===== src/rtl/top_k_nearest_vote_top_macros.svh =====
// Assertion macros for the top-k nearest vote RTL.
// Used by the top level to check its own logic; no other dependencies.
`ifndef TOP_K_NEAREST_VOTE_TOP_MACROS_SVH
`define TOP_K_NEAREST_VOTE_TOP_MACROS_SVH

// Same-cycle implication.
`define TKNV_ASSERT_IMP(name, clk, rst, pre, post, msg) \
   name: assert property (@(posedge clk) disable iff (rst) (pre) |-> (post)) \
      else $error(msg);

// Next-cycle implication.
`define TKNV_ASSERT_NXT(name, clk, rst, pre, post, msg) \
   name: assert property (@(posedge clk) disable iff (rst) (pre) |=> (post)) \
      else $error(msg);

`endif


===== src/rtl/tknv_pkg.sv =====
// Package for the top-k nearest vote block: field widths, word types,
// slot type, control structs and the sequencer state enum. No dependencies.
`default_nettype none

package tknv_pkg;

   localparam int TOP_K_DEFAULT       = 50;
   localparam int CLASS_COUNT_DEFAULT = 10;

   localparam int DIST_WIDTH   = 16;
   localparam int INDEX_WIDTH  = 16;
   localparam int LABEL_WIDTH  = 4;
   localparam int CSR_WIDTH    = 6;
   localparam int FILLED_WIDTH = 6;

   localparam logic [CSR_WIDTH-1:0]    VOTE_COUNT_RESET = CSR_WIDTH'(7);
   localparam logic [FILLED_WIDTH-1:0] FILLED_MAX       = '1;

   // Input word
   typedef struct packed {
      logic [DIST_WIDTH-1:0]  distance;
      logic [INDEX_WIDTH-1:0] item_index;
      logic [LABEL_WIDTH-1:0] item_label;
      logic [LABEL_WIDTH-1:0] true_label;
      logic                   last;
   } req_type;

   // Result word
   typedef struct packed {
      logic [INDEX_WIDTH-1:0]  nearest_index;
      logic [LABEL_WIDTH-1:0]  nearest_label;
      logic [DIST_WIDTH-1:0]   nearest_distance;
      logic [LABEL_WIDTH-1:0]  vote_label;
      logic [FILLED_WIDTH-1:0] filled;
      logic                    truth_in_top_k;
      logic                    top1_hit;
      logic                    vote_hit;
   } rsp_type;

   // One list entry
   typedef struct packed {
      logic                   valid;
      logic [DIST_WIDTH-1:0]  distance;
      logic [INDEX_WIDTH-1:0] index;
      logic [LABEL_WIDTH-1:0] label;
   } slot_type;

   localparam slot_type SLOT_RESET = '{
      valid:    1'b0,
      distance: '1,
      index:    '0,
      label:    '0
   };

   // Cell control: insert a candidate or shift toward the head
   typedef struct packed {
      logic insert;
      logic shift;
   } tknv_cell_ctl_type;

   // Tally control from the sequencer
   typedef struct packed {
      logic start;
      logic scan;
      logic vote;
   } tknv_ctl_type;

   // Tally status back to the sequencer
   typedef struct packed {
      logic drain_done;
      logic vote_done;
   } tknv_status_type;

   typedef enum logic [1:0] {
      ST_COLLECT,
      ST_DRAIN,
      ST_VOTE,
      ST_PUBLISH
   } state_type;

endpackage

`default_nettype wire


===== src/rtl/tknv_cell.sv =====
// One slot of the sorted top-k list. Takes the candidate, its left
// neighbor's entry, or its right neighbor's entry. Depends on tknv_pkg.
`default_nettype none

module tknv_cell import tknv_pkg::*; (
   input  wire               clock,
   input  wire               reset,
   input  tknv_cell_ctl_type ctl,
   input  slot_type          cand,
   input  slot_type          prev_slot,
   input  wire               prev_take,
   input  slot_type          next_slot,
   output slot_type          slot,
   output logic              take
);

   slot_type slot_ff;
   slot_type slot_in;

   // Candidate belongs here or earlier: free slot or strictly closer
   assign take = !slot_ff.valid || (cand.distance < slot_ff.distance);

   // Next entry
   always_comb begin
      slot_in = slot_ff;
      if (ctl.shift) begin
         slot_in = next_slot;
      end else if (ctl.insert) begin
         if (prev_take) begin
            slot_in = prev_slot;
         end else if (take) begin
            slot_in = cand;
         end
      end
   end

   always_ff @(posedge clock) begin
      if (reset) begin
         slot_ff <= SLOT_RESET;
      end else begin
         slot_ff <= slot_in;
      end
   end

   assign slot = slot_ff;

endmodule

`default_nettype wire


===== config.mk =====
export PLATFORM = sky130hd
export DESIGN_NAME = tknv_cell
export DESIGN_NICKNAME = d
export VERILOG_FILES = /design/src/rtl/top_k_nearest_vote_top_macros.svh /design/src/rtl/tknv_pkg.sv /design/src/rtl/tknv_cell.sv
export SDC_FILE = /design/constraint.sdc
export NUM_CORES = 1
export LEC_CHECK = 0
export ABC_CLOCK_PERIOD_IN_PS = 3400
export BUFFER_PORTS_ARGS = -buffer_cell sky130_fd_sc_hd__buf_4
export CAP_MARGIN = 20
export CORE_MARGIN = 10
export CORE_UTILIZATION = 41
export CTS_BUF_LIST = sky130_fd_sc_hd__clkbuf_8 sky130_fd_sc_hd__clkbuf_16
export DETAILED_ROUTE_END_ITERATION = 6
export GPL_TIMING_DRIVEN = 0
export PLACE_DENSITY = 0.75
export SKIP_LAST_GASP = 1
export SYNTH_ARGS = -nofsm -noshare
export SYNTH_HDL_FRONTEND = slang
export SYNTH_SLANG_ARGS = --single-unit

===== constraint.sdc =====
create_clock -name clock -period 3.4 [get_ports clock]
set_input_delay 0.17 -clock clock [delete_from_list [all_inputs] [get_ports clock]]
set_output_delay 0.17 -clock clock [all_outputs]
set_load 0.005 [all_outputs]

==> results of run 1 <==
-- metal layers --
metal	share of wire [%]	track usage, %	wire (um)	up-vias
met5	0	0	0	-
met4	1.6	4.74	147	0
met3	6.9	5.78	648	12
met2	49	31.4	4630	104
met1	43	21.5	4030	1350
li1	-	-	-	1463
-- cell type report --
type / instances / area share (%)
Multi-Input combinational cell: 226 / 40.6
Timing Repair Buffer: 152 / 29.5
Sequential cell: 37 / 19.1
Buffer: 30 / 3.59
Tap cell: 75 / 2.42
Clock buffer: 6 / 2.13
Inverter: 17 / 1.65
Clock inverter: 2 / 0.970
-- metrics by stage --
step	setup slack [ps]	std cells	power, mW	hold slack (ps)	area (um2)
3_3_place_gp	433	537	0.902	469	3750
3_5_place_dp	390	537	0.910	475	3750
2_1_floorplan	800	310	0.697	462	2520
6_report	393	545	1.30	275	3870
5_1_grt	223	545	1.38	291	3870
4_1_cts	378	545	1.32	268	3870
-- synthesized netlist by cell type, types with 5 or more instances --
master / number
nor2_1: 40
a21oi_1: 39
dfxtp_1: 37
mux2i_1: 37
a31o_2: 21
nor4_1: 20
clkbuf_1: 17
inv_1: 17
nor3_1: 17
a211o_1: 16
ha_1: 15
buf_1: 5
-- kinds of logic (layout without fill, tap and decap cells) --
kind of cell,after synthesis,count (layout),share of synthesized area (%)
and+or+nand+nor,90,90,17.2
AOI/OAI and AO/OA,84,84,23.1
buffers and inverters,47,207,8.06
muxes,37,37,14.7
DFF,37,37,29.4
adders and majority gates,15,15,7.46
-- critical path: stages (launching register included) --
cell,delay (ps)
dfxtp_1,380
inv_1,60
ha_1,290
a21o_1,160
a21o_1,170
a2111oi_0,680
a31oi_1,190
or2_2,310
buf_4,180
buf_2,200
a211o_1,300
-- how the worst max path moves through the flow --
stage	from	end	slack (ps)
finish	slot[33]$_SDFFE_PP1P_	slot[31]$_SDFFE_PP1P_	390
global route	slot[33]$_SDFFE_PP1P_	slot[26]$_SDFFE_PP1P_	220
CTS	slot[33]$_SDFFE_PP1P_	slot[31]$_SDFFE_PP1P_	380
detailed placement	slot[33]$_SDFFE_PP1P_	slot[31]$_SDFFE_PP1P_	390
global placement	slot[33]$_SDFFE_PP1P_	slot[26]$_SDFFE_PP1P_	430
floorplan	slot[34]$_SDFFE_PP1P_	slot[26]$_SDFFE_PP1P_	800
-- power groups by stage --
stage	clock network, mW	registers [mW]	logic [mW]
global route	0.430	0.501	0.448
floorplan	0	0.506	0.191
detailed placement	0	0.505	0.405
global placement	0	0.504	0.398
CTS	0.413	0.495	0.407
finish	0.400	0.496	0.404
==> results_dict.tcl, run 1 <==
set metrics [dict create \
    largest_reg_flops 37 \
    synth_fp_nets 441 \
    grt-ovfl-total 0 \
    drc 0 \
    grt_usage_pct 18.3 \
    worstSetupPathType "flop to flop" \
    syn_avg_cell_area_um2 8.12 \
    r2r-start "slot[33]$_SDFFE_PP1P_" \
    antenna_found_initial 0 \
    regToRegSetupSlack_ps 390 \
    diodes 0 \
    drt-wirelength-per-cell_um 17.3 \
    start_util_pct 42.2 \
    maxCapViolCount 0 \
    vias 2929 \
    p_int_mw 0.940 \
    outcome "completed" \
    synth_ff_type "dfxtp_1" \
    die_y_um 98.3 \
    slew_headroom_pct 47.7 \
    finalHoldViolCount 0 \
    syn_inst 310 \
    clkSinkCount 37 \
    synth_seq_area_share_pct 29.4 \
    gp_congestion 0.842 \
    hold_end "slot[34]$_SDFFE_PP1P_" \
    synthTopCellsByArea "dfxtp_1 29%, mux2i_1 15%, a21oi_1 7.8%" \
    grt_max_degree 13 \
    cp_max_fo 10 \
    arrival_ps 3180 \
    drtIter0Drc 65 \
    chipWidth_um 98.3 \
    cts_hold_buf 0 \
    boundaryPins 154 \
    regToRegEndpoint "slot[31]$_SDFFE_PP1P_" \
    seq_power_share_pct 38.1 \
    regArea_um2 741 \
    detailedPlacementHpwl_um 7510 \
    hold_depth 4 \
    final_common_cell "buf_4" \
    rows 28 \
    worstHoldStart "next_slot[34]" \
    power.switching_mw 0.360 \
    most-common-layout-cells "156 x buf_4, 40 x nor2_1, 39 x a21oi_1" \
    p_comb_share_pct 31.1 \
    yosys.area.top_type "dfxtp_1" \
    synth_edf_count 0 \
    drive_gt1_share_pct 40.4 \
    clk_root_buffer_cell "clkbuf_8" \
    setup_viol 0 \
    worstPathRequired_ps 3580 \
    cts_made_buffers 5 \
    r2r_cells 10 \
    rsz0062_at_grt "false" \
    p_per_area_nw_per_um2 336 \
    final_max_slew_viol_count 0 \
    utilization_pct 65.0 \
    multi_input_area_um2 1570 \
    yosys_warnings 0 \
    dieArea_um2 9670 \
    syn2layout_area_growth_pct 53.9 \
    htree_num_levels 2 \
    avgViaCountPerCell 5.37 \
    start_kind "flop" \
    grt_pass1_wl_um 14900 \
    fillers 567 \
    max_freq_mhz 333 \
    ir_worst_vdd_uv 203 \
    max-clock-path-buffers 2 \
    nNetsFinal 600 \
    finalSetupTns_ps 0 \
    tightest_slew_ps 784 \
    clock_power_share_pct 30.8 \
    insertion_delay_ps 290 \
    grt_pass1_vias 3022 \
    syn-cell-area_um2 2520 \
    synth_seq_cells 37 \
    post_cts_buffers 0 \
    firstDrtPassIters 4 \
    synth_top_area_share_pct 29.4 \
    core_area_um2 5960 \
    synthArstFlopShare_pct 0 \
    fin_crit_ps 3010 \
    clkSlewWorstSetupHoldPaths_ps 70 \
    cts_tree "done" \
    cp-end-kind "flop" \
    ant_nets 0 \
    p_leak_nw 2.00 \
    timing.final.crit_share_pct 88.4 \
    sw_frac_of_total_pct 27.7 \
    wl_um 9450 \
    synth_cell_types 27 \
    final.setup_skew_ps 6.02 \
    numPortBuffers 152 \
    hold_class "primary input to flop" \
    cts_resized 0 \
]
No activity file was read; power rests on OpenSTA's default activity.
==> run 2, diff against run 1 <==
- CORE_UTILIZATION: 41 -> 44
- PLACE_DENSITY: 0.75 -> 0.8
- RECOVER_POWER: unset -> 100
- SETUP_SLACK_MARGIN: unset -> 0.1
==> results_dict.tcl, run 2 (same netlist as run 1, synthesis figures left out) <==
set metrics [dict create \
    outcome "completed" \
    slew_headroom_pct 40.0 \
    cts_resized 0 \
    sw_frac_of_total_pct 28.1 \
    max_freq_mhz 315 \
    grt_usage_pct 20.1 \
    rsz0062_at_grt "false" \
    boundaryPins 154 \
    drive_gt1_share_pct 35.7 \
    clkSlewWorstSetupHoldPaths_ps 70 \
    antenna_found_initial 0 \
    finalHoldViolCount 0 \
    ant_nets 0 \
    nNetsFinal 600 \
    cp_max_fo 10 \
    crit_family "compound AO/OA/AOI/OAI gates" \
    htree_num_levels 2 \
    drc 0 \
    grt_pass1_vias 3080 \
    post_cts_buffers 0 \
    syn2layout_area_growth_pct 50.6 \
    grt_max_degree 12 \
    clkSinkCount 37 \
    worstSetupPathType "flop to flop" \
    die_y_um 95.6 \
    crit_path_frequent_cell "a21o_1" \
    fin_crit_ps 3180 \
    hold_class "primary input to flop" \
    drt-met1-wl_um 3820 \
    cp-end-kind "flop" \
    dieArea_um2 9140 \
    gp_congestion 0.797 \
    start_util_pct 45.4 \
    timing.final.crit_share_pct 93.5 \
    numPortBuffers 152 \
    worstPathRequired_ps 3580 \
    final_common_cell "buf_4" \
    cts_hold_buf 0 \
    start_kind "flop" \
    core_area_um2 5540 \
    most-common-layout-cells "118 x buf_4, 40 x nor2_1, 39 x a21oi_1" \
    largest_reg_flops 37 \
    fillers 526 \
    drt-wirelength-per-cell_um 17.7 \
    diodes 0 \
    arrival_ps 3360 \
    detailedPlacementHpwl_um 7720 \
    critPathMaxStageDelay_ps 790 \
    p_leak_nw 1.92 \
    setup_viol 0 \
    cp_num_buf_inv 3 \
    cp_slowest_cell "a2111oi_0" \
    cts_made_buffers 5 \
    cts_tree "done" \
    vias 2966 \
    p_int_mw 0.922 \
    tightest_slew_ps 877 \
    grt_pass1_wl_um 14800 \
    clk_root_buffer_cell "clkbuf_8" \
    power.switching_mw 0.360 \
    p_per_area_nw_per_um2 338 \
    grt-ovfl-total 0 \
    insertion_delay_ps 290 \
    p_comb_share_pct 30.5 \
    crit_path_cell_trace "inv_1 -> ha_1 -> a21o_1 -> a21o_1 -> a2111oi_0 -> a31oi_1 -> or2_2 -> buf_4 -> clkbuf_1 -> a31o_2" \
    chipWidth_um 95.6 \
    wl_met3_um 890 \
    firstDrtPassIters 4 \
    clock_power_share_pct 30.8 \
    max-clock-path-buffers 2 \
    drtIter0Drc 112 \
    highest_layer "met4" \
    maxCapViolCount 0 \
    utilization_pct 68.4 \
    ir_worst_vdd_uv 216 \
    final.setup_skew_ps 6.69 \
    avgViaCountPerCell 5.47 \
    met2_length_um 4780 \
    seq_power_share_pct 38.7 \
    finalSetupTns_ps 0 \
    wl_um 9590 \
    final_max_slew_viol_count 0 \
    rows 27 \
]
## run 2: changes by cell type in the layout (fill, tap and decap cells not counted)
cell | previous run | this run
buf_2 | 3 | 0
buf_4 | 156 | 118
clkbuf_1 | 17 | 38
clkbuf_2 | 0 | 1
clkbuf_4 | 0 | 19
clkinvlp_4 | 1 | 0
inv_1 | 17 | 18
## run 2: layout make-up
cell class                      instances  area [um2]  share of cell area, %
Multi-Input combinational cell        226        1570                   41.5
Timing Repair Buffer                  152        1070                   28.2
Sequential cell                        37         741                   19.5
Buffer                                 30         136                   3.60
Tap cell                               72        90.1                   2.38
Clock buffer                            6        82.6                   2.18
Inverter                               17        63.8                   1.68
Clock inverter                          2        33.8                  0.891
## run 2: power by group through the flow
stage | registers (mW) | clock network, mW | logic (mW)
global route | 0.501 | 0.416 | 0.436
detailed placement | 0.506 | 0 | 0.408
CTS | 0.497 | 0.401 | 0.410
global placement | 0.504 | 0 | 0.397
floorplan | 0.506 | 0 | 0.191
finish | 0.496 | 0.395 | 0.391
## run 2: worst min-delay path, delay by kind of cell
family / cells / cell delay [ps]
AO/OA/AOI/OAI: 2 / 160
AND/OR/NAND/NOR: 1 / 130
buffers and inverters: 1 / 80
## run 2: per-layer routing
| metal | track usage, % | vias up |
|---|---|---|
| li1 | - | 1471 |
| met1 | 22.8 | 1373 |
| met2 | 34.8 | 112 |
| met3 | 8.01 | 10 |
| met4 | 4.30 | 0 |
| met5 | 0 | - |
## run 2: stage by stage
step / cells / area [um2] / power [mW] / hold slack [ps] / worst slack [ps]
floorplan: 310 / 2520 / 0.697 / 462 / 800
global placement: 534 / 3750 / 0.901 / 469 / 466
detailed placement: 534 / 3750 / 0.914 / 478 / 427
CTS: 542 / 3860 / 1.31 / 271 / 348
global route: 542 / 3790 / 1.35 / 296 / 141
finish: 542 / 3790 / 1.28 / 279 / 221
## run 2: path summary, 6_finish.rpt
kind | from | end | slack [ps] | cells past startpoint
setup / recovery | slot[33]$_SDFFE_PP1P_ | slot[6]$_SDFFE_PP0P_ | 220 | 10
hold / removal | next_slot[34] | slot[34]$_SDFFE_PP1P_ | 280 | 4
setup reg to reg | slot[33]$_SDFFE_PP1P_ | slot[6]$_SDFFE_PP0P_ | 220 | 10
hold reg to reg | slot[19]$_SDFFE_PP0P_ | slot[19]$_SDFFE_PP0P_ | 490 | 1
