===== src/rtl/top_k_nearest_vote_top_macros.svh =====
// Assertion macros for the top-k nearest vote RTL.
// Used by the top level to check its own logic; no other dependencies.
`ifndef TOP_K_NEAREST_VOTE_TOP_MACROS_SVH
`define TOP_K_NEAREST_VOTE_TOP_MACROS_SVH

// Same-cycle implication.
`define TKNV_ASSERT_IMP(name, clk, rst, pre, post, msg) \
   name: assert property (@(posedge clk) disable iff (rst) (pre) |-> (post)) \
      else $error(msg);

// Next-cycle implication.
`define TKNV_ASSERT_NXT(name, clk, rst, pre, post, msg) \
   name: assert property (@(posedge clk) disable iff (rst) (pre) |=> (post)) \
      else $error(msg);

`endif


===== src/rtl/tknv_pkg.sv =====
// Package for the top-k nearest vote block: field widths, word types,
// slot type, control structs and the sequencer state enum. No dependencies.
`default_nettype none

package tknv_pkg;

   localparam int TOP_K_DEFAULT       = 50;
   localparam int CLASS_COUNT_DEFAULT = 10;

   localparam int DIST_WIDTH   = 16;
   localparam int INDEX_WIDTH  = 16;
   localparam int LABEL_WIDTH  = 4;
   localparam int CSR_WIDTH    = 6;
   localparam int FILLED_WIDTH = 6;

   localparam logic [CSR_WIDTH-1:0]    VOTE_COUNT_RESET = CSR_WIDTH'(7);
   localparam logic [FILLED_WIDTH-1:0] FILLED_MAX       = '1;

   // Input word
   typedef struct packed {
      logic [DIST_WIDTH-1:0]  distance;
      logic [INDEX_WIDTH-1:0] item_index;
      logic [LABEL_WIDTH-1:0] item_label;
      logic [LABEL_WIDTH-1:0] true_label;
      logic                   last;
   } req_type;

   // Result word
   typedef struct packed {
      logic [INDEX_WIDTH-1:0]  nearest_index;
      logic [LABEL_WIDTH-1:0]  nearest_label;
      logic [DIST_WIDTH-1:0]   nearest_distance;
      logic [LABEL_WIDTH-1:0]  vote_label;
      logic [FILLED_WIDTH-1:0] filled;
      logic                    truth_in_top_k;
      logic                    top1_hit;
      logic                    vote_hit;
   } rsp_type;

   // One list entry
   typedef struct packed {
      logic                   valid;
      logic [DIST_WIDTH-1:0]  distance;
      logic [INDEX_WIDTH-1:0] index;
      logic [LABEL_WIDTH-1:0] label;
   } slot_type;

   localparam slot_type SLOT_RESET = '{
      valid:    1'b0,
      distance: '1,
      index:    '0,
      label:    '0
   };

   // Cell control: insert a candidate or shift toward the head
   typedef struct packed {
      logic insert;
      logic shift;
   } tknv_cell_ctl_type;

   // Tally control from the sequencer
   typedef struct packed {
      logic start;
      logic scan;
      logic vote;
   } tknv_ctl_type;

   // Tally status back to the sequencer
   typedef struct packed {
      logic drain_done;
      logic vote_done;
   } tknv_status_type;

   typedef enum logic [1:0] {
      ST_COLLECT,
      ST_DRAIN,
      ST_VOTE,
      ST_PUBLISH
   } state_type;

endpackage

`default_nettype wire


===== src/rtl/tknv_tally.sv =====
// Scans the list as it drains out of the head cell, counts votes, fill and
// truth matches, then picks the winning class one class a cycle. Uses tknv_pkg.
`default_nettype none

module tknv_tally import tknv_pkg::*; #(
   parameter int TOP_K       = TOP_K_DEFAULT,
   parameter int CLASS_COUNT = CLASS_COUNT_DEFAULT
) (
   input  wire                   clock,
   input  wire                   reset,
   input  tknv_ctl_type          ctl,
   input  slot_type              head,
   input  wire [LABEL_WIDTH-1:0] truth,
   input  wire [CSR_WIDTH-1:0]   vote_count,
   output tknv_status_type       status,
   output rsp_type               result
);

   localparam int PosWidth = (TOP_K > 1) ? $clog2(TOP_K) : 1;
   localparam int CntWidth = $clog2(TOP_K + 1);
   localparam int ClsWidth = $clog2(CLASS_COUNT);
   localparam int CmpWidth = (PosWidth > CSR_WIDTH) ? PosWidth : CSR_WIDTH;
   localparam int SatWidth = (CntWidth > FILLED_WIDTH) ? CntWidth : FILLED_WIDTH;

   logic [PosWidth-1:0]    pos_ff, pos_in;
   logic [ClsWidth-1:0]    cls_ff, cls_in;
   logic [CntWidth-1:0]    count_ff [CLASS_COUNT];
   logic [CntWidth-1:0]    fill_ff, fill_in;
   logic [CntWidth-1:0]    best_cnt_ff, best_cnt_in;
   logic [LABEL_WIDTH-1:0] best_ff, best_in;
   logic [LABEL_WIDTH-1:0] truth_ff;
   logic                   cast_ff, cast_in;
   logic                   truth_in_ff, truth_in_in;
   logic                   top1_ff, top1_in;
   slot_type               nearest_ff;
   logic                   in_vote;
   logic                   head_match;
   logic [SatWidth-1:0]    fill_ext;

   // Head entry lies in the voting window and carries a class that votes
   assign in_vote    = head.valid && (CmpWidth'(pos_ff) < CmpWidth'(vote_count))
                       && ({1'b0, head.label} < (LABEL_WIDTH + 1)'(CLASS_COUNT));
   assign head_match = head.valid && (head.label == truth_ff);

   assign status.drain_done = ctl.scan && (pos_ff == PosWidth'(TOP_K - 1));
   assign status.vote_done  = ctl.vote && (cls_ff == ClsWidth'(CLASS_COUNT - 1));

   // Scan and argmax bookkeeping
   always_comb begin
      pos_in      = pos_ff;
      cls_in      = cls_ff;
      fill_in     = fill_ff;
      cast_in     = cast_ff;
      truth_in_in = truth_in_ff;
      top1_in     = top1_ff;
      best_in     = best_ff;
      best_cnt_in = best_cnt_ff;
      if (ctl.start) begin
         pos_in      = '0;
         cls_in      = '0;
         fill_in     = '0;
         cast_in     = 1'b0;
         truth_in_in = 1'b0;
         top1_in     = 1'b0;
         best_in     = '0;
         best_cnt_in = '0;
      end else if (ctl.scan) begin
         pos_in = pos_ff + PosWidth'(1);
         if (head.valid) begin
            fill_in = fill_ff + CntWidth'(1);
         end
         if (in_vote) begin
            cast_in = 1'b1;
         end
         if (head_match) begin
            truth_in_in = 1'b1;
         end
         if (pos_ff == '0) begin
            top1_in = head_match;
         end
      end else if (ctl.vote) begin
         cls_in = cls_ff + ClsWidth'(1);
         // strict compare keeps the lowest class on a tie
         if (count_ff[cls_ff] > best_cnt_ff) begin
            best_in     = LABEL_WIDTH'(cls_ff);
            best_cnt_in = count_ff[cls_ff];
         end
      end
   end

   always_ff @(posedge clock) begin
      if (reset) begin
         pos_ff      <= '0;
         cls_ff      <= '0;
         fill_ff     <= '0;
         cast_ff     <= 1'b0;
         truth_in_ff <= 1'b0;
         top1_ff     <= 1'b0;
         best_ff     <= '0;
         best_cnt_ff <= '0;
      end else begin
         pos_ff      <= pos_in;
         cls_ff      <= cls_in;
         fill_ff     <= fill_in;
         cast_ff     <= cast_in;
         truth_in_ff <= truth_in_in;
         top1_ff     <= top1_in;
         best_ff     <= best_in;
         best_cnt_ff <= best_cnt_in;
      end
   end

   // Per-class vote counters, each bumped by its own label decode
   for (genvar c = 0; c < CLASS_COUNT; c++) begin : g_count
      always_ff @(posedge clock) begin
         if (reset || ctl.start) begin
            count_ff[c] <= '0;
         end else if (ctl.scan && in_vote && (head.label == LABEL_WIDTH'(c))) begin
            count_ff[c] <= count_ff[c] + CntWidth'(1);
         end
      end
   end

   // Query label and nearest entry captures
   always_ff @(posedge clock) begin
      if (ctl.start) begin
         truth_ff <= truth;
      end
      if (ctl.scan && (pos_ff == '0)) begin
         nearest_ff <= head;
      end
   end

   assign fill_ext = SatWidth'(fill_ff);

   // Result word
   always_comb begin
      result.nearest_index    = nearest_ff.index;
      result.nearest_label    = nearest_ff.label;
      result.nearest_distance = nearest_ff.distance;
      result.vote_label       = best_ff;
      result.filled           = (fill_ext > SatWidth'(FILLED_MAX)) ? FILLED_MAX
                                : fill_ext[FILLED_WIDTH-1:0];
      result.truth_in_top_k   = truth_in_ff;
      result.top1_hit         = top1_ff;
      result.vote_hit         = cast_ff && (best_ff == truth_ff);
   end

endmodule

`default_nettype wire


===== config.mk =====
export PLATFORM = sky130hd
export DESIGN_NAME = tknv_tally
export DESIGN_NICKNAME = d
export VERILOG_FILES = /design/src/rtl/top_k_nearest_vote_top_macros.svh /design/src/rtl/tknv_pkg.sv /design/src/rtl/tknv_tally.sv
export SDC_FILE = /design/constraint.sdc
export NUM_CORES = 1
export LEC_CHECK = 0
export ABC_AREA = 1
export BUFFER_PORTS_ARGS = -buffer_cell sky130_fd_sc_hd__buf_2
export CORE_MARGIN = 8
export CORE_UTILIZATION = 48
export DETAILED_ROUTE_END_ITERATION = 8
export PLACE_DENSITY = 0.74
export SETUP_SLACK_MARGIN = 0.15
export SLEW_MARGIN = 20
export SYNTH_ARGS = -nofsm -noshare
export SYNTH_HDL_FRONTEND = slang
export SYNTH_SLANG_ARGS = --single-unit
export TNS_END_PERCENT = 30

===== constraint.sdc =====
create_clock -name clock -period 2.88 [get_ports clock]
set_input_delay 0.576 -clock clock [delete_from_list [all_inputs] [get_ports clock]]
set_output_delay 0.576 -clock clock [all_outputs]
set_load 0.05 [all_outputs]

==> impl_metrics.env, run 1 <==
export IMPL_multi_input_area_um2=2440
export IMPL_design_area_um2=7890
export IMPL_wl_um=14400
export IMPL_vias_per_cell=5.09
export IMPL_gp_congestion=0.807
export IMPL_hold_viol_final=0
export IMPL_clk_latency_ns=0.42
export IMPL_area_growth_pct=19.9
export IMPL_wl_per_cell_um=14.6
export IMPL_fin_util_pct=59.3
export IMPL_period_needed_ns=2.43
export IMPL_cts_buffer_depth=2
export IMPL_whs_ns=0.328
export IMPL_row_count=42
export IMPL_n_fill_cell=1135
export IMPL_synth_avg_cell_area_um2=9.50
export IMPL_startpoint_type="flop"
export IMPL_power_density_nw_per_um2=621
export IMPL_final_seq_area_um2=3660
export IMPL_placedCellCount=953
export IMPL_die_area_um2=17700
export IMPL_path_max_fanout=60
export IMPL_grt_max_degree=61
export IMPL_ys_types=31
export IMPL_initialDrtViolationCount=296
export IMPL_vias=5017
export IMPL_htree_levels=4
export IMPL_synth_area_mux_share_pct=0
export IMPL_placed_cell_area_um2=7260
export IMPL_path_clk_slew_ns=0.06
export IMPL_maxSlewHeadroom_pct=33.9
export IMPL_setup_slack_ns=0.445
export IMPL_skew_ns=0.00842
export IMPL_synth_top_family_by_area="simple AND/OR/NAND/NOR gates"
export IMPL_tritoncts="built"
export IMPL_dr_pass1_iters=5
export IMPL_ys_ff_latch=133
export IMPL_layout_drive_gt1_share_pct=19.3
export IMPL_netlist_area_um2=6580
export IMPL_core_um2=13300
export IMPL_dpl_hpwl_um=10700
export IMPL_arrival_ns=2.80
export IMPL_ys_seq_area_share_pct=55.7
export IMPL_synth_xor_area_share_pct=5.59
export IMPL_portBuffers=102
export IMPL_fmax_ghz=0.411
export IMPL_cts_root_buf="clkbuf_16"
export IMPL_p_leak_nw=3.22
export IMPL_crit_required_ns=3.25
export IMPL_critPathKind="reg -> reg"
export IMPL_slew_violations=0
export IMPL_die_width_um=133
export IMPL_synth_cells=693
export IMPL_fin_nets=876
export IMPL_grt_pass1_wl_um=23900
export IMPL_antenna_cells=0
export IMPL_end_kind="flop"
export IMPL_num_io_pins=103
export IMPL_finalPower_mw=4.90
export IMPL_ant_nets=0
export IMPL_numCtsBuffers=17
export IMPL_grtUsageTotal_pct=16.7
export IMPL_setup_viol=0
export IMPL_cts_repair_resized=0
export IMPL_synth_compound_area_share_pct=7.13
export IMPL_worst_pin_slew_ns=0.990
export IMPL_grt_busiest_layer="met2"
export IMPL_grtUsageMet2_pct=28.5
export IMPL_use_met1_pct=20.4
export IMPL_pre_cts_ws_ns=0.360
export IMPL_cts_hold_repair_buffers=0
export IMPL_synthSimpleGateAreaFrac_pct=19.1
export IMPL_rsz0062_at_grt="no"
export IMPL_post_cts_setup_buffers=0
export IMPL_cts_sinks=133
export IMPL_finalNonFillerCells=986
export IMPL_final_setup_tns_ns=0
export IMPL_grt_pass1_vias=4871
export IMPL_grt_ovfl_total=0
export IMPL_start_util_pct=49.5
export IMPL_grt_use_met3_pct=3.61
export IMPL_syn_num_nets=772
export IMPL_post_route_drc_count=0
export IMPL_period_share_pct=84.5
export IMPL_die_y_um=133
export IMPL_synth_adder_area_share_pct=5.13
export IMPL_drv_cap=0
export IMPL_ir_drop_uv=418
export IMPL_ys_warn_count=0
export IMPL_antenna_found_initial=0
export IMPL_hp_class="in -> reg"
export IMPL_status="completed"
## report_power, final
group	switching, mW	internal, mW
registers	0.0570	2.15
clock network	0.896	1.31
logic	0.340	0.140
total	1.29	3.61
## Yosys cell counts, drive strengths merged
master,number,area share [%]
edfxtp,100,46
and3,2,0.19
inv,93,5.3
nand2,100,5.7
o22ai,2,0.19
ha,27,5.1
or2,2,0.19
a21oi,29,2.2
clkbuf,17,0.97
o21ai,24,1.8
buf,9,0.95
o21bai,1,0.11
nor3,30,2.3
a21boi,2,0.40
clkinv,2,0.13
nand4,4,0.38
nor4,1,0.095
nand3,59,4.9
xor2,27,3.6
dfxtp,33,10
nor2,93,5.4
o211ai,21,2.4
xnor2,15,2.0
## final cells by class
type / instances / area share, %
Sequential cell: 133 / 46.4
Multi-Input combinational cell: 439 / 31.0
Timing Repair Buffer: 110 / 7.39
Clock buffer: 17 / 5.39
Inverter: 95 / 4.58
Tap cell: 176 / 2.79
Clock inverter: 15 / 2.38
Timing Repair inverter: 1 / 0.0634
## layout by cell type, fill, tap and decap left out, drive strengths merged
master,count
nand2,100
a21boi,2
xor2,27
inv,100
edfxtp,100
a21oi,29
o21ai,24
clkinv,6
nor3,30
clkinvlp,3
and3,2
nor4,1
nand3,59
o211ai,21
o22ai,2
or2,2
nor2,93
xnor2,15
ha,27
bufinv,2
buf,110
dfxtp,33
clkbuf,17
o21bai,1
nand4,4
## critical path: stages (launching register included)
cell and delay [ns]:
dfxtp_1 0.35, buf_12 0.23, nand2_1 0.10, o211ai_1 0.08
nand3_1 0.12, nand3_1 0.15, nand2_1 0.07, ha_1 0.28
nand2_1 0.09, inv_1 0.05, a21boi_0 0.20, nand2_2 0.16
buf_4 0.19, a21oi_1 0.14, nand2_1 0.08, inv_1 0.05
## state kept, by name, indices dropped and copies added (netlist names), named ones only
| register | count |
|---|---|
| cls_ff | 4 |
| top1_ff | 1 |
| fill_ext | 6 |
| count_ff | 60 |
| best_ff | 4 |
| best_cnt_ff | 6 |
| result | 36 |
| pos_ff | 6 |
| truth_in_ff | 1 |
| truth_ff | 4 |
| cast_ff | 1 |
## routing by layer
layer	vias to the layer above	wire (µm)
li1	2527	-
met1	2358	6390
met2	115	7160
met3	17	623
met4	0	250
met5	-	0
## final timing paths
path / cells past startpoint / to / start / slack (ns)
setup / recovery: 15 / best_cnt_ff[4] / flop / 0.45
hold / removal: 1 / truth_ff[2] / truth[2] / 0.33
setup reg to reg: 15 / best_cnt_ff[4] / flop / 0.45
hold reg to reg: 2 / fill_ext[5] / fill_ext[5] / 0.46
## kinds of logic (layout without fill, tap and decap cells)
logic type                 count (synthesis)  in the layout
adders and majority gates                 27             27
buffers and inverters                    121            238
and+or+nand+nor                          291            291
xor gates and xnor gates                  42             42
AOI/OAI and AO/OA                         79             79
DFF                                      133            133
Note: power is estimated with default switching activity, not from simulation.
==> inputs of run 2 (changes only) <==
Clock period 2.88 ns to 2.5 ns, I/O delays scaled along.
==> run 2 against run 1 <==
  * Register-to-register slack got worse by 0.24 ns
  * Power increased by 15%
  * Sequential power increased by 15%
  * Non-clock buffer count increased by 11
  * Clock skew decreased by 0.0030 ns
  * Cell count increased by 1.0%
==> impl_metrics.env, run 2 (synthesized netlist as in run 1, its figures left out) <==
export IMPL_status="completed"
export IMPL_row_count=42
export IMPL_final_setup_tns_ns=0
export IMPL_grtUsageTotal_pct=17.3
export IMPL_clk_latency_ns=0.42
export IMPL_antenna_cells=0
export IMPL_portBuffers=102
export IMPL_cts_sinks=133
export IMPL_cts_hold_repair_buffers=0
export IMPL_area_growth_pct=22.9
export IMPL_rsz0062_at_grt="yes"
export IMPL_power_density_nw_per_um2=695
export IMPL_cts_buffer_depth=2
export IMPL_hp_class="in -> reg"
export IMPL_crit_required_ns=2.82
export IMPL_cts_root_buf="clkbuf_16"
export IMPL_ir_drop_uv=509
export IMPL_die_area_um2=17700
export IMPL_htree_levels=4
export IMPL_setup_viol=0
export IMPL_largest_reg_flops=60
export IMPL_gp_congestion=0.838
export IMPL_startpoint_type="flop"
export IMPL_hold_viol_final=0
export IMPL_dr_pass1_iters=5
export IMPL_die_width_um=133
export IMPL_post_route_drc_count=0
export IMPL_path_clk_slew_ns=0.06
export IMPL_p_leak_nw=3.31
export IMPL_wl_um=15200
export IMPL_mostFrequentLayoutCells="buf_2, edfxtp_1, nand2_1, inv_1, nor2_1"
export IMPL_whs_ns=0.246
export IMPL_final_common_cell="buf_2"
export IMPL_critPathKind="reg -> reg"
export IMPL_path_max_fanout=30
export IMPL_core_um2=13300
export IMPL_initialDrtViolationCount=279
export IMPL_tritoncts="built"
export IMPL_worst_pin_slew_ns=0.523
export IMPL_end_kind="flop"
export IMPL_grt_pass1_vias=5025
export IMPL_fin_nets=886
export IMPL_period_needed_ns=2.29
export IMPL_numCtsBuffers=17
export IMPL_grt_ovfl_total=0
export IMPL_vias_per_cell=5.14
export IMPL_fmax_ghz=0.436
export IMPL_antenna_found_initial=0
export IMPL_arrival_ns=2.62
export IMPL_vias=5116
export IMPL_slew_violations=0
export IMPL_maxSlewHeadroom_pct=64.8
export IMPL_grt_max_degree=61
export IMPL_wl_per_cell_um=15.3
export IMPL_die_y_um=133
export IMPL_period_share_pct=91.7
export IMPL_largest_register="count_ff"
export IMPL_grt_pass1_wl_um=24500
export IMPL_skew_ns=0.00539
export IMPL_drv_cap=0
export IMPL_ant_nets=0
export IMPL_layout_drive_gt1_share_pct=22.2
export IMPL_start_util_pct=49.5
export IMPL_num_io_pins=103
export IMPL_dpl_hpwl_um=11000
[run 2: per-layer routing]
layer / routed length [µm] / share of wire (%) / vias to the layer above / track usage, %
met2: 7720 / 51 / 127 / 29.9
met3: 698 / 4.6 / 32 / 4.40
met1: 6450 / 42 / 2414 / 20.2
met5: 0 / 0 / - / 0
met4: 356 / 2.3 / 0 / 7.05
li1: - / - / 2543 / -
[run 2: area by class of cell]
class                      count  area (µm²)
clock buffer                  17         425
clock inverter                15         166
inverter                      95         360
sequential                   133        3670
timing repair buffer         121         728
fill                        1089        5210
tap                          176         220
multi-input combinational    439        2520
[run 2: where the power goes]
part / internal, mW / total (mW) / switching (mW)
clock: 1.42 / 2.47 / 1.05
combinational: 0.189 / 0.603 / 0.414
sequential: 2.48 / 2.55 / 0.0687
total: 4.09 / 5.62 / 1.53
[run 2: worst max-delay path, cell delays in order (launching register included)]
cell	delay, ns
dfxtp_4	0.38
clkbuf_16	0.20
o21ai_0	0.19
nand3_1	0.14
nand3_2	0.12
nand2_1	0.08
ha_1	0.30
nand2_1	0.06
inv_1	0.03
o21ai_1	0.15
nand3_2	0.11
nand2_4	0.11
buf_8	0.14
a21oi_2	0.05
nand2_1	0.08
inv_1	0.03
[run 2: timing repair]
| action | in CTS | in global routing |
|---|---|---|
| setup endpoints to repair | 9 | 10 |
| setup buffers | 0 | 1 |
| resized for setup | 1 | 32 |
| cloned | 0 | 3 |
| pin swaps | 0 | 9 |
[run 2: stage by stage]
stage	util [%]	instances	area, µm²	total power, mW	worst slack (ns)
floorplan	-	693	6590	2.97	0.202
global placement	55.1	960	7330	3.14	0.179
detailed placement	55.1	960	7330	3.15	0.109
CTS	59.6	992	7920	5.62	0.174
global route	60.8	996	8090	5.82	0.0347
finish	60.8	996	8090	5.62	0.206
[run 2: path summary, 6_finish.rpt]
path / start / endpoint / slack (ns) / depth (start not counted)
min reg2reg: fill_ext[5] / fill_ext[5] / 0.47 / 2
min: head[30] / result[23] / 0.25 / 1
max: flop / best_cnt_ff[4] / 0.21 / 15
max reg2reg: flop / best_cnt_ff[4] / 0.21 / 15
